==> src/rtl/lrbf_pkg.sv <==
`timescale 1ns / 1ps
package lrbf_pkg;

    localparam int HDR_BYTES = 7;
    localparam int CFG_IDX_W = 2;
    localparam logic [2:0] HDR_LAST = 3'(HDR_BYTES - 1);
    localparam logic [31:0] CRC_POLY = 32'h82F6_3B78;

    localparam logic [1:0] KIND_PAYLOAD = 2'd0;
    localparam logic [1:0] KIND_EMPTY   = 2'd1;
    localparam logic [1:0] KIND_END     = 2'd2;

    localparam logic [CFG_IDX_W-1:0] REG_MASK_DELTA   = 2'd0;
    localparam logic [CFG_IDX_W-1:0] REG_START_OFFSET = 2'd1;
    localparam logic [CFG_IDX_W-1:0] REG_END_TYPE     = 2'd2;

    localparam logic [7:0] TYPE_FULL   = 8'd1;
    localparam logic [7:0] TYPE_FIRST  = 8'd2;
    localparam logic [7:0] TYPE_MIDDLE = 8'd3;
    localparam logic [7:0] TYPE_LAST   = 8'd4;

    localparam logic [31:0] MASK_DELTA_RST = 32'hA282_EAD8;
    localparam logic [7:0]  END_TYPE_RST   = 8'd5;

    typedef struct packed {
        logic [1:0] kind;
        logic [7:0] data_byte;
        logic       record_end;
    } t_in;

    typedef struct packed {
        logic [31:0] block_number;
        logic [14:0] byte_offset;
        logic [7:0]  byte_value;
        logic        last_of_run;
    } t_out;

    typedef struct packed {
        logic [31:0] crc_m;
        logic [15:0] len;
        logic [7:0]  typ;
    } t_hdr;

    function automatic logic [31:0] crc_byte(input logic [31:0] crc, input logic [7:0] b);
        logic [31:0] r;
        r = crc ^ {24'd0, b};
        for (int i = 0; i < 8; i++) begin
            r = (r >> 1) ^ (CRC_POLY & {32{r[0]}});
        end
        return r;
    endfunction

    function automatic logic [31:0] mask_crc(input logic [31:0] crc, input logic [31:0] delta);
        logic [31:0] c;
        c = ~crc;
        return {c[14:0], c[31:15]} + delta;
    endfunction

    function automatic logic [7:0] hdr_byte(input t_hdr h, input logic [2:0] idx);
        logic [7:0] v;
        unique case (idx)
            3'd0: v = h.crc_m[7:0];
            3'd1: v = h.crc_m[15:8];
            3'd2: v = h.crc_m[23:16];
            3'd3: v = h.crc_m[31:24];
            3'd4: v = h.len[7:0];
            3'd5: v = h.len[15:8];
            3'd6: v = h.typ;
            default: v = '0;
        endcase
        return v;
    endfunction

    localparam logic [31:0] CRC_START_FULL   = crc_byte(32'hFFFF_FFFF, TYPE_FULL);
    localparam logic [31:0] CRC_START_FIRST  = crc_byte(32'hFFFF_FFFF, TYPE_FIRST);
    localparam logic [31:0] CRC_START_MIDDLE = crc_byte(32'hFFFF_FFFF, TYPE_MIDDLE);
    localparam logic [31:0] CRC_START_LAST   = crc_byte(32'hFFFF_FFFF, TYPE_LAST);

endpackage

==> src/rtl/log_record_block_framer_unit.sv <==
`timescale 1ns / 1ps
// channel   dir  handshake                  payload
// in        in   i_in_valid / o_in_ready     lrbf_pkg::t_in  i_in_data
// out       out  o_out_valid / i_out_ready   lrbf_pkg::t_out o_out_data
// cfg       in   i_cfg_we                    i_cfg_idx, i_cfg_data
//
// one item a cycle while each item gives one write (payload inside a fragment) and i_out_ready
// a multi-write item holds the input until its last write; one write goes per ready cycle
// one skid register on the input lets an item in while a write waits at the output
// a start_offset write reduces the offset modulo block size (quot, rem, fix), input held off
// reset is synchronous, active low, and loads the register defaults
module log_record_block_framer_unit #(
    parameter int BLOCK_BYTES = 32768
) (
    input  logic                               i_clk,
    input  logic                               i_rst_n,
    input  logic                               i_in_valid,
    output logic                               o_in_ready,
    input  lrbf_pkg::t_in                      i_in_data,
    output logic                               o_out_valid,
    input  logic                               i_out_ready,
    output lrbf_pkg::t_out                     o_out_data,
    input  logic                               i_cfg_we,
    input  logic [lrbf_pkg::CFG_IDX_W-1:0]     i_cfg_idx,
    input  logic [31:0]                        i_cfg_data
);

    localparam int WO_W  = $clog2(BLOCK_BYTES + 1);
    localparam int FS_W  = $clog2(BLOCK_BYTES);
    localparam int MOD_M = 32768 / BLOCK_BYTES;
    localparam int QW    = $clog2(MOD_M + 2);
    localparam int FW    = (WO_W > 15) ? WO_W : 15;
    localparam logic [WO_W-1:0] BLK_END = WO_W'(BLOCK_BYTES);
    localparam logic [WO_W-1:0] HDR_W   = WO_W'(lrbf_pkg::HDR_BYTES);
    localparam logic [FW-1:0]   BLK_F   = FW'(BLOCK_BYTES);

    typedef enum logic [1:0] {MOD_IDLE, MOD_QUOT, MOD_REM, MOD_FIX} t_mod_state;
    typedef enum logic [1:0] {SEG_PAD, SEG_H1, SEG_PL, SEG_H2} t_seg;

    typedef struct packed {
        logic [3:0]      en;
        logic [2:0]      pad_n;
        logic [WO_W-1:0] pad_off;
        logic [31:0]     b0;
        logic [31:0]     b1;
        logic            h1_late;
        logic [WO_W-1:0] h1_off;
        lrbf_pkg::t_hdr  h1;
        logic [WO_W-1:0] pl_off;
        logic [7:0]      pl_byte;
        logic [FS_W-1:0] h2_off;
        lrbf_pkg::t_hdr  h2;
    } t_run;

    // config
    logic [31:0] r_mask_delta;
    logic [7:0]  r_end_code;

    // offset reduction
    t_mod_state  r_mod_state;
    logic [14:0] r_mod_v;
    logic [QW-1:0] r_mod_q;
    logic [14:0] r_mod_r;
    logic [QW-1:0] n_mod_q;
    logic [14:0] n_mod_r;
    logic [FW-1:0] mod_rr;
    logic [FW-1:0] mod_fix;

    // framing state
    logic [WO_W-1:0] r_wo;
    logic [FS_W-1:0] r_fs;
    logic [15:0]     r_len;
    logic [31:0]     r_crc_e;
    logic [31:0]     r_crc_c;
    logic            r_rb;
    logic            r_open;
    logic [31:0]     r_blk;

    // skid and run registers
    logic            r_in_valid;
    lrbf_pkg::t_in   r_in;
    logic            r_run_valid;
    t_run            r_run;
    t_seg            r_seg;
    logic [2:0]      r_sub;

    logic [WO_W-1:0] left;
    logic [WO_W-1:0] wo_base;
    logic [WO_W-1:0] pl_off;
    logic [WO_W-1:0] wo_after;
    logic            is_pay;
    logic            is_mark;
    logic            opening;
    logic            need_pad;
    logic            at_hdr;
    logic            pad;
    logic            lone;
    logic            rb1;
    logic            close_end;
    logic            close_cont;
    logic [31:0]     blk_next;
    logic [31:0]     crc_e_in;
    logic [31:0]     crc_c_in;
    logic [31:0]     crc_e_new;
    logic [31:0]     crc_c_new;
    logic [FS_W-1:0] fs_new;
    logic [15:0]     len_new;
    logic [7:0]      h1_type;
    logic [7:0]      h2_type;
    t_run            n_run;
    logic            n_run_valid;
    t_seg            n_first;

    logic            seg_end;
    logic [3:0]      above;
    logic [3:0]      after;
    logic            out_last;
    t_seg            seg_next;
    logic [WO_W-1:0] out_off;
    logic            out_fire;
    logic            run_free;
    logic            move;

    // offset reduction datapath
    always_comb begin
        n_mod_q = QW'((32'(r_mod_v) * MOD_M) >> 15);
        n_mod_r = r_mod_v - 15'(32'(r_mod_q) * BLOCK_BYTES);
        mod_rr  = FW'(r_mod_r);
        mod_fix = (mod_rr >= BLK_F) ? mod_rr - BLK_F : mod_rr;
    end

    // item processing
    always_comb begin
        left     = BLK_END - r_wo;
        is_pay   = r_in.kind == lrbf_pkg::KIND_PAYLOAD;
        is_mark  = (r_in.kind == lrbf_pkg::KIND_EMPTY || r_in.kind == lrbf_pkg::KIND_END)
                   && !r_open && !r_rb;
        opening  = is_pay && !r_open;
        need_pad = left < HDR_W;
        at_hdr   = left == HDR_W;
        pad      = (opening || is_mark) && need_pad;
        lone     = opening && at_hdr;
        wo_base  = (pad || lone) ? '0 : r_wo;
        rb1      = r_rb || lone;
        blk_next = r_blk + 32'(pad || lone);
        fs_new   = opening ? FS_W'(wo_base) : r_fs;
        pl_off   = opening ? wo_base + HDR_W : r_wo;
        wo_after = pl_off + WO_W'(1);

        crc_e_in  = r_open ? r_crc_e
                  : (rb1 ? lrbf_pkg::CRC_START_LAST : lrbf_pkg::CRC_START_FULL);
        crc_c_in  = r_open ? r_crc_c
                  : (rb1 ? lrbf_pkg::CRC_START_MIDDLE : lrbf_pkg::CRC_START_FIRST);
        crc_e_new = lrbf_pkg::crc_byte(crc_e_in, r_in.data_byte);
        crc_c_new = lrbf_pkg::crc_byte(crc_c_in, r_in.data_byte);
        len_new   = r_open ? r_len + 16'd1 : 16'd1;

        close_end  = is_pay && r_in.record_end;
        close_cont = is_pay && !r_in.record_end && (wo_after >= BLK_END);

        if (is_mark) begin
            h1_type = (r_in.kind == lrbf_pkg::KIND_EMPTY) ? lrbf_pkg::TYPE_FULL : r_end_code;
        end else begin
            h1_type = r_rb ? lrbf_pkg::TYPE_MIDDLE : lrbf_pkg::TYPE_FIRST;
        end
        if (close_end) begin
            h2_type = rb1 ? lrbf_pkg::TYPE_LAST : lrbf_pkg::TYPE_FULL;
        end else begin
            h2_type = rb1 ? lrbf_pkg::TYPE_MIDDLE : lrbf_pkg::TYPE_FIRST;
        end

        n_run.en[SEG_PAD] = pad && (left != '0);
        n_run.en[SEG_H1]  = is_mark || lone;
        n_run.en[SEG_PL]  = is_pay;
        n_run.en[SEG_H2]  = close_end || close_cont;
        n_run.pad_n       = 3'(left);
        n_run.pad_off     = r_wo;
        n_run.b0          = r_blk;
        n_run.b1          = blk_next;
        n_run.h1_late     = is_mark;
        n_run.h1_off      = is_mark ? wo_base : r_wo;
        n_run.h1.crc_m    = lrbf_pkg::mask_crc(lrbf_pkg::crc_byte(32'hFFFF_FFFF, h1_type),
                                               r_mask_delta);
        n_run.h1.len      = 16'd0;
        n_run.h1.typ      = h1_type;
        n_run.pl_off      = pl_off;
        n_run.pl_byte     = r_in.data_byte;
        n_run.h2_off      = fs_new;
        n_run.h2.crc_m    = lrbf_pkg::mask_crc(close_end ? crc_e_new : crc_c_new, r_mask_delta);
        n_run.h2.len      = len_new;
        n_run.h2.typ      = h2_type;
        n_run_valid       = |n_run.en;

        priority if (n_run.en[SEG_PAD]) begin
            n_first = SEG_PAD;
        end else if (n_run.en[SEG_H1]) begin
            n_first = SEG_H1;
        end else if (n_run.en[SEG_PL]) begin
            n_first = SEG_PL;
        end else begin
            n_first = SEG_H2;
        end
    end

    // write sequencer
    always_comb begin
        unique case (r_seg)
            SEG_PAD: begin
                seg_end = r_sub == (r_run.pad_n - 3'd1);
                above   = 4'b1110;
            end
            SEG_H1: begin
                seg_end = r_sub == lrbf_pkg::HDR_LAST;
                above   = 4'b1100;
            end
            SEG_PL: begin
                seg_end = 1'b1;
                above   = 4'b1000;
            end
            SEG_H2: begin
                seg_end = r_sub == lrbf_pkg::HDR_LAST;
                above   = 4'b0000;
            end
            default: begin
                seg_end = 1'b1;
                above   = 4'b0000;
            end
        endcase
        after    = r_run.en & above;
        out_last = seg_end && (after == 4'b0000);

        priority if (after[SEG_H1]) begin
            seg_next = SEG_H1;
        end else if (after[SEG_PL]) begin
            seg_next = SEG_PL;
        end else begin
            seg_next = SEG_H2;
        end

        unique case (r_seg)
            SEG_PAD: begin
                out_off                 = r_run.pad_off + WO_W'(r_sub);
                o_out_data.block_number = r_run.b0;
                o_out_data.byte_value   = 8'd0;
            end
            SEG_H1: begin
                out_off                 = r_run.h1_off + WO_W'(r_sub);
                o_out_data.block_number = r_run.h1_late ? r_run.b1 : r_run.b0;
                o_out_data.byte_value   = lrbf_pkg::hdr_byte(r_run.h1, r_sub);
            end
            SEG_PL: begin
                out_off                 = r_run.pl_off;
                o_out_data.block_number = r_run.b1;
                o_out_data.byte_value   = r_run.pl_byte;
            end
            SEG_H2: begin
                out_off                 = WO_W'(r_run.h2_off) + WO_W'(r_sub);
                o_out_data.block_number = r_run.b1;
                o_out_data.byte_value   = lrbf_pkg::hdr_byte(r_run.h2, r_sub);
            end
            default: begin
                out_off                 = '0;
                o_out_data.block_number = '0;
                o_out_data.byte_value   = '0;
            end
        endcase
        o_out_data.byte_offset = 15'(out_off);
        o_out_data.last_of_run = out_last;
    end

    assign o_out_valid = r_run_valid;
    assign out_fire    = r_run_valid && i_out_ready;
    assign run_free    = !r_run_valid || (out_fire && out_last);
    assign move        = r_in_valid && run_free && (r_mod_state == MOD_IDLE);
    assign o_in_ready  = !r_in_valid || move;

    always_ff @(posedge i_clk) begin
        if (!i_rst_n) begin
            r_mask_delta <= lrbf_pkg::MASK_DELTA_RST;
            r_end_code   <= lrbf_pkg::END_TYPE_RST;
            r_mod_state  <= MOD_IDLE;
            r_wo         <= '0;
            r_fs         <= '0;
            r_len        <= '0;
            r_rb         <= 1'b0;
            r_open       <= 1'b0;
            r_blk        <= '0;
            r_in_valid   <= 1'b0;
            r_run_valid  <= 1'b0;
            r_seg        <= SEG_PAD;
            r_sub        <= '0;
        end else begin
            // input skid
            if (i_in_valid && o_in_ready) begin
                r_in       <= i_in_data;
                r_in_valid <= 1'b1;
            end else if (move) begin
                r_in_valid <= 1'b0;
            end

            // run register and sequencer
            if (move) begin
                r_run       <= n_run;
                r_run_valid <= n_run_valid;
                r_seg       <= n_first;
                r_sub       <= '0;
            end else if (out_fire) begin
                if (out_last) begin
                    r_run_valid <= 1'b0;
                end else if (seg_end) begin
                    r_seg <= seg_next;
                    r_sub <= '0;
                end else begin
                    r_sub <= r_sub + 3'd1;
                end
            end

            // framing state
            if (move && is_pay) begin
                r_wo    <= wo_after;
                r_fs    <= fs_new;
                r_len   <= len_new;
                r_crc_e <= crc_e_new;
                r_crc_c <= crc_c_new;
                r_blk   <= blk_next;
                r_open  <= !(close_end || close_cont);
                r_rb    <= close_end ? 1'b0 : (close_cont ? 1'b1 : rb1);
            end else if (move && is_mark) begin
                r_wo  <= wo_base + HDR_W;
                r_blk <= blk_next;
            end

            // offset reduction, restarted by every start_offset write
            if (i_cfg_we && i_cfg_idx == lrbf_pkg::REG_START_OFFSET) begin
                r_mod_state <= MOD_QUOT;
            end else begin
                unique case (r_mod_state)
                    MOD_IDLE: ;
                    MOD_QUOT: begin
                        r_mod_q     <= n_mod_q;
                        r_mod_state <= MOD_REM;
                    end
                    MOD_REM: begin
                        r_mod_r     <= n_mod_r;
                        r_mod_state <= MOD_FIX;
                    end
                    MOD_FIX: begin
                        r_wo        <= WO_W'(mod_fix);
                        r_mod_state <= MOD_IDLE;
                    end
                    default: r_mod_state <= MOD_IDLE;
                endcase
            end

            // register writes
            if (i_cfg_we) begin
                unique case (i_cfg_idx)
                    lrbf_pkg::REG_MASK_DELTA: r_mask_delta <= i_cfg_data;
                    lrbf_pkg::REG_START_OFFSET: begin
                        r_mod_v <= i_cfg_data[14:0];
                        r_open  <= 1'b0;
                        r_rb    <= 1'b0;
                    end
                    lrbf_pkg::REG_END_TYPE: r_end_code <= i_cfg_data[7:0];
                    default: ;
                endcase
            end
        end
    end

endmodule

==> config.mk <==
export PLATFORM = sky130hd
export DESIGN_NAME = log_record_block_framer_unit
export DESIGN_NICKNAME = d
export VERILOG_FILES = /design/src/rtl/lrbf_pkg.sv /design/src/rtl/log_record_block_framer_unit.sv
export SDC_FILE = /design/constraint.sdc
export NUM_CORES = 1
export LEC_CHECK = 0
export ABC_AREA = 1
export BUFFER_PORTS_ARGS = -buffer_cell sky130_fd_sc_hd__buf_2
export CAP_MARGIN = 25
export CELL_PAD_IN_SITES_DETAIL_PLACEMENT = 0
export CELL_PAD_IN_SITES_GLOBAL_PLACEMENT = 1
export CORE_MARGIN = 3
export CORE_UTILIZATION = 49
export CTS_BUF_LIST = sky130_fd_sc_hd__clkbuf_16
export DETAILED_ROUTE_END_ITERATION = 12
export PLACE_DENSITY_LB_ADDON = 0.1
export SLEW_MARGIN = 15
export SYNTH_ARGS = -nofsm -noshare
export SYNTH_HDL_FRONTEND = slang
export SYNTH_SLANG_ARGS = --single-unit
==> constraint.sdc <==
create_clock -name i_clk -period 15.2 [get_ports i_clk]
set_input_delay 3.04 -clock i_clk [delete_from_list [all_inputs] [get_ports i_clk]]
set_output_delay 3.04 -clock i_clk [all_outputs]
set_load 0.02 [all_outputs]
# Word level (Yosys, flattened, before mapping)
# Index checks and enable logic that the tools add are counted.
# totals
reg_bits,471
inputBits,50
out_inout_bits,58
wordCells,218
# op_classes
add_sub_neg,12
n_lt_le_gt_ge,2
n_eq_ne,19
mux,55
n_bitwise,33
reduce_logical,61
# op_table
cell,n
XOR 31 x 32 -> 32 bit,24
two-way mux 32 bit,7
two-way mux 16 bit,7
one-hot mux 32 bit (3 select lines),1
adder 32 bit,2
inverter 32 bit,2
XOR 32 x 8 -> 32 bit,2
one-hot mux 15 bit (4 select lines),1
one-hot mux 8 bit (7 select lines),1
adder 15 x 3 -> 15 bit,3
one-hot mux 8 bit (5 select lines),1
"adder 16 x 1 -> 16 bit, second input constant",2
adder 32 x 1 -> 32 bit,1
inverter 8 -> 32 bit,1
one-hot mux 8 bit (4 select lines),1
two-way mux 15 bit,2
two-way mux 30 bit,1
logical AND 1 bit,18
two-way mux 1 bit,18
"adder 16 x 3 -> 16 bit, second input constant",1
"== test 16 x 3 -> 1 bit, second input constant",1
">= comparator 16 bit, second input constant",1
"less-than comparator 16 x 3 -> 1 bit, second input constant",1
two-way mux 8 bit,2
30 further kinds,81

# Longest topological paths before layout
# Gate-level depths: netlist of run 1.
# depth
ltp_word,18
depth_mapped,48
ltp_nobuf,47

# Worst setup path after synthesis of run 1
# Ideal clock, no wire load.
# synth_path
path_type,input-to-reg
from,in i_out_ready
to,"reg r_run[0] (netlist name), enable pin"
setup_ns,0.824
arrival_time_ns,13.067
required_ns,14.376
path_slack_ns,1.310
stages,4
path_buffers,0
path_cell_list,nand2_1 o21ai_1 nand3_1 nor2_1
# synth_via
elab_chain_cells,6
# synth_lines
item,line,source
start: declaration,log_record_block_framer_unit.sv:21,"input logic i_out_ready,"
logical AND 1 bit,log_record_block_framer_unit.sv:272,assign out_fire = r_run_valid && i_out_ready;
logical AND 1 bit,log_record_block_framer_unit.sv:273,assign run_free = !r_run_valid || (out_fire && out_last);
logical OR 1 bit,log_record_block_framer_unit.sv:273,
logical AND 1 bit (2 in a row),log_record_block_framer_unit.sv:274,assign move = r_in_valid && run_free && (r_mod_state == MOD_IDLE);
AND reduction 2 bit (no line),n/a,
end signal: assignment,log_record_block_framer_unit.sv:303,r_run <= n_run;
end: declaration,log_record_block_framer_unit.sv:83,t_run r_run;
# No other way between the ends.
# A chain may end at the register's enable or synchronous reset.

==> impl_metrics.ini, run 1 <==
[run_status]
status = finished, final reports clean

[floorplanning]
start_util_pct = 49.98
fp.coreArea_um2 = 51720
rows = 83
die_w_um = 235.7
dieArea_um2 = 55550
ios = 108
die_h_um = 235.7

[placed_design]
post-place-cells = 3540
portBuffers = 107
dpl.hpwl_mm = 56.40
dpl-instance-area_um2 = 27130
gp_congestion = 0.9244

[cells_and_area]
nFillCells = 4628
antenna_cells = 0
final_cell_area_um2 = 28940
nets = 3050
final_layout_size_suffix_gt1_share_pct = 11.52
finish.utilization_pct = 55.96
stdcell_count = 3639
area_growth_pct = 11.97

[synthesis]
synth.most_common_cell = nand2_1
synthFlopType = edfxtp_1
syn_area_per_cell_um2 = 9.167
seq_area_frac_synth_pct = 48.87
syn_nets = 2954
synth.ff_latch_count = 464
yosysWarnings = 0
synth_top_cell_by_area = edfxtp_1
syn_area_um2 = 25850
synth_top_cell_area_share_pct = 38.80
synth_cell_type_count = 63
synth_common_cells = nand2_1 (525), edfxtp_1 (334), nor2_1 (289)
synth_edf_count = 334
async_flop_share_pct = 0
syn_inst = 2820
synth_area_leaders = edfxtp_1 (39%), dfxtp_1 (10%), nand2_1 (7.6%)

[grt]
grt_max_degree = 100
grt_use_total_pct = 27.32
grt_first_pass_wirelength_mm = 117.3
gr-total-overflow = 0
antenna_found_initial = 0
grt_pass1_vias = 19370

[route]
num_vias = 20120
dr.first_iter.drc_count = 1396
drc_errors = 0
ant_nets = 0
vias_per_cell = 5.528
wl_per_cell_um = 21.29
firstDrtPassIters = 5
finalWirelength_mm = 77.49

[timing]
slew_violations = 0
fmax_mhz = 126.5
hold_violations = 0
setup-violations-final = 0
setup_tns_ns = 0
whs_ns = 0.4181
min_period_ns = 7.905
rsz0062_at_grt = no
finClkSkew_ns = 0.03129
worstMarginPinSlew_ns = 1.069
period_share_pct = 52.00
relSlewSlack_pct = 28.61

[power]
leakage_nw = 12.00
irDropWorstVdd_mv = 0.09830
seqPwrFrac_pct = 39.0
p_per_area_nw_per_um2 = 137.2
internal_power_mw = 2.633
p_switching_mw = 1.337
combPwrFrac_pct = 28.6
swShare_pct = 33.68
power.share.clock_pct = 32.5

[clock_tree]
postCtsSetupBuffers = 0
clockBufferDepth = 3
cts_sinks = 464
clk_latency_ns = 0.63
cts_resized = 0
clkTransAtPathRegs_ns = 0.07
cts_hold_buf = 0
cts_buffers = 51
cts_tree = built
htreeDepth = 2
cts_root_buffer = clkbuf_16

[worst_setup_path]
crit_type = reg2out
cp-start-kind = register
cpMostUsedCell = nor2_1
cp.arrival_ns = 4.86
path_buf_inv = 4
critPathSlowestCell = dfxtp_1
critPathMaxFanout = 20
cp.required_ns = 12.16
max_stage_delay_ns = 1.02
critPathCaptureType = output pin
crit_path_cell_trace = nand2_1, buf_16, o22ai_1, nor2_1, ha_1, a21oi_1, inv_1, a31oi_1, nor2_1, nand2_1, nor2_1, inv_1, nor3_1, nand2_1, nor2_1, xor2_1, o21ai_0, buf_2
critPathTopFamily = simple AND/OR/NAND/NOR gates

[run]
drv_cap = 0

[hold_path]
hold_class = reg2reg
## kinds of logic (layout without fill, tap and decap cells)
| group | count (synthesis) | in the layout | share of synthesized area (%) |
|---|---|---|---|
| simple gates | 1062 | 1062 | 17.33 |
| compound gates | 488 | 488 | 10.83 |
| flops | 464 | 464 | 48.87 |
| buf+inv | 366 | 505 | 5.518 |
| xor+xnor | 316 | 316 | 11.59 |
| fa+ha+maj | 84 | 84 | 4.153 |
| mux | 40 | 40 | 1.704 |
## metal layers
layer	track usage (%)	vias to the layer above	wire length (µm)
met1	35.91	9630	32750
met3	3.269	146	4048
li1	-	9721	-
met2	46.71	620	37820
met4	9.679	0	2869
met5	0	-	0
## worst paths after layout
path	startpoint	to	slack, ns	depth (start not counted)
worst max-delay path	r_seg[0]	o_out_data[22]	7.30	18
worst min-delay path	r_mod_v[12]	r_mod_r[12]	0.42	0
worst max register to register	r_in[9]	r_run[54]	7.56	41
worst min register to register	r_mod_v[12]	r_mod_r[12]	0.42	0
## through the flow
step	worst slack (ns)	total power, mW
after floorplan	1.310	2.383
after global placement	7.837	2.678
after detailed placement	7.578	2.688
after CTS	7.390	3.980
after global routing	6.654	4.161
final	7.295	3.971
## layout make-up
type                            count  area, µm²  share of cell area [%]
Clock buffer                       51       1276                   4.409
Clock inverter                     45      464.2                   1.604
Inverter                          272       1021                   3.528
Multi-Input combinational cell   1990      11840                   40.89
Sequential cell                   464      12630                   43.65
Tap cell                          680      850.8                   2.940
Timing Repair Buffer              137      863.3                   2.983
## layout by cell type, fill, tap and decap left out, types with 13 or more instances in the layout
master / instances
o211ai_1: 14
o21a_1: 15
inv_1: 251
nand2_2: 14
edfxtp_1: 334
clkbuf_16: 51
inv_2: 21
nand4_1: 26
xnor2_1: 94
buf_2: 106
nand2_1: 525
dfxtp_1: 130
ha_1: 81
a21oi_1: 137
mux2_2: 32
a211oi_1: 13
nand3_1: 150
xor2_1: 202
clkinv_1: 15
a31oi_1: 19
buf_4: 24
o21ai_0: 199
o21ai_1: 19
nor3_1: 15
clkinv_2: 14
nor2_1: 284
## registers in the layout (all words and copies together), names as in the netlist, 3 cells and up
register,flops
r_crc_c,32
r_end_code,8
n_run,8
r_mask_delta,32
r_crc_e,32
r_len,16
r_mod_r,15
r_blk,32
r_mod_v,15
r_fs,15
r_run,229
r_in,3
r_sub,3
r_wo,16
## power by group through the flow
stage / Combinational, mW / Clock, mW / Sequential, mW
global placement: 1.11 / 0 / 1.57
floorplan: 0.823 / 0 / 1.56
global route: 1.25 / 1.36 / 1.55
CTS: 1.12 / 1.31 / 1.55
detailed placement: 1.12 / 0 / 1.57
finish: 1.13 / 1.29 / 1.55
Note: power is estimated with default switching activity, not from simulation.
==> inputs of run 2 (changes only) <==
--- a/config.mk
+++ b/config.mk
@@ -11,7 +11,7 @@
 export CELL_PAD_IN_SITES_DETAIL_PLACEMENT = 0
 export CELL_PAD_IN_SITES_GLOBAL_PLACEMENT = 1
 export CORE_MARGIN = 3
-export CORE_UTILIZATION = 49
+export CORE_UTILIZATION = 44
 export CTS_BUF_LIST = sky130_fd_sc_hd__clkbuf_16
 export DETAILED_ROUTE_END_ITERATION = 12
 export PLACE_DENSITY_LB_ADDON = 0.1
==> constraint.sdc (replaced) <==
create_clock -name i_clk -period 6.55 [get_ports i_clk]
set_input_delay 1.31 -clock i_clk [delete_from_list [all_inputs] [get_ports i_clk]]
set_output_delay 1.31 -clock i_clk [all_outputs]
set_load 0.02 [all_outputs]
==> impl_metrics.ini, run 2 (synthesized netlist as in run 1, its figures left out) <==
[floorplanning]
fp.coreArea_um2 = 57920
dieArea_um2 = 61700
start_util_pct = 44.63
die_h_um = 248.4
die_w_um = 248.4
rows = 88
ios = 108

[power]
swShare_pct = 34.08
p_per_area_nw_per_um2 = 314.6
seqPwrFrac_pct = 38.5
combPwrFrac_pct = 29.7
internal_power_mw = 6.124
power_mw = 9.290
p_switching_mw = 3.166
irDropWorstVdd_mv = 0.2163
leakage_nw = 12.33
power.share.clock_pct = 31.8

[grt]
antenna_found_initial = 2
grt_max_degree = 97
grt_use_total_pct = 26.31
gr-total-overflow = 0
grt_pass1_vias = 19770
grt_first_pass_wirelength_mm = 121.4

[route]
drc_errors = 0
finalWirelength_mm = 81.00
vias_per_cell = 5.352
num_vias = 20290
ant_nets = 0
firstDrtPassIters = 6
dr.first_iter.drc_count = 1441
wl_per_cell_um = 21.36

[worst_setup_path]
cp.required_ns = 6.92
max_stage_delay_ns = 0.38
critPathCaptureType = register
critPathMaxFanout = 8
cpMostUsedCell = nand2_1
crit_type = reg2reg
crit_end = r_run[52]
critPathSlowestCell = dfxtp_1
r2r_slack_ns = 0.54
reg2regPathDepth = 43
cp.arrival_ns = 6.37
cp-start-kind = register
cp-startpoint = r_wo[0]
worstReg2RegStart = r_wo[0]
worstReg2RegEnd = r_run[52]

[hold_path]
hold_class = reg2reg

[clock_tree]
clkTransAtPathRegs_ns = 0.06
htreeDepth = 2
clk_latency_ns = 0.64
cts_sinks = 464
postCtsSetupBuffers = 0
cts_root_buffer = clkbuf_16
clockBufferDepth = 3
cts_buffers = 54
cts_tree = built

[timing]
setup_tns_ns = 0
slew_violations = 0
setup-violations-final = 0
fin_ws_ns = 0.5423
finClkSkew_ns = 0.03919
fmax_mhz = 166.5
whs_ns = 0.4166
worstMarginPinSlew_ns = 1.010
min_period_ns = 6.008
rsz0062_at_grt = no
relSlewSlack_pct = 32.67
hold_violations = 0
period_share_pct = 91.72

[placed_design]
dpl.hpwl_mm = 59.69
dp_slack_ns = -0.03346
gp_congestion = 0.9284
portBuffers = 107

[cells_and_area]
finish.utilization_pct = 50.98
final_layout_size_suffix_gt1_share_pct = 13.48
final_cell_mix = nand2_1 (525), edfxtp_1 (334), nor2_1 (283), inv_1 (259), xor2_1 (200)
antenna_cells = 0
largest_reg_flops = 229
area_growth_pct = 14.23
final_common_cell = nand2_1
largest_register = r_run
nets = 3115

[run]
drv_cap = 0

[run_status]
status = finished, final reports clean
## run 2: changes by cell type in the layout (fill, tap and decap cells not counted), sizes merged
cell      change
inv           +6
clkinv        +2
clkinvlp      -2
bufinv        -3
buf          +62
clkbuf        +3
## run 2: how the worst min path moves through the flow
| stage | start | endpoint | slack [ns] | depth (start not counted) |
|---|---|---|---|---|
| after floorplan | r_mod_v[0] | r_mod_r[0] | 0.40 | 0 |
| after global placement | r_mod_v[4] | r_mod_r[4] | 0.40 | 0 |
| after detailed placement | r_mod_v[9] | r_mod_r[9] | 0.40 | 0 |
| after CTS | r_mod_v[9] | r_mod_r[9] | 0.42 | 0 |
| after global routing | r_mod_v[8] | r_mod_r[8] | 0.42 | 0 |
| final | r_mod_v[9] | r_mod_r[9] | 0.42 | 0 |
## run 2: routing by layer
layer,up-vias,wire length (µm),track usage [%]
met4,0,3134,9.608
met3,137,4338,3.628
met2,602,39610,45.75
met1,9701,33910,33.44
met5,-,0,0
li1,9854,-,-
## run 2: critical path, delay by kind of cell, from the launching register on
kind,cells,cell delay (ns)
xor gates and xnor gates,2,0.31
buffers and inverters,6,0.44
DFF,1,0.38
adders and majority gates,2,0.60
AOI/OAI and AO/OA,7,1.28
and+or+nand+nor,26,2.76
## run 2: area by class of cell
class / count / area, µm²
sequential: 464 / 12630
clock inverter: 48 / 384.1
timing repair buffer: 199 / 1291
tap: 765 / 957.2
multi-input combinational: 1990 / 11890
fill: 5446 / 28390
inverter: 272 / 1021
clock buffer: 54 / 1351
## run 2: stage by stage
stage          cells  area, µm²
2_1_floorplan   2820      25860
3_3_place_gp    3689      27730
3_5_place_dp    3690      27740
4_1_cts         3792      29470
5_1_grt         3792      29530
6_report        3792      29530
## run 2: power groups by stage
| stage | combinational, mW | sequential [mW] | clock, mW |
|---|---|---|---|
| CTS | 2.73 | 3.58 | 3.03 |
| global route | 3.05 | 3.59 | 3.14 |
| global placement | 2.70 | 3.63 | 0 |
| finish | 2.76 | 3.58 | 2.95 |
| floorplan | 1.91 | 3.60 | 0 |
| detailed placement | 2.71 | 3.64 | 0 |
## run 2: timing repair
action	in CTS	in global routing
hold buffers	0	0
pin swaps	0	0
resized for setup	1	16
setup endpoints to repair	2	13
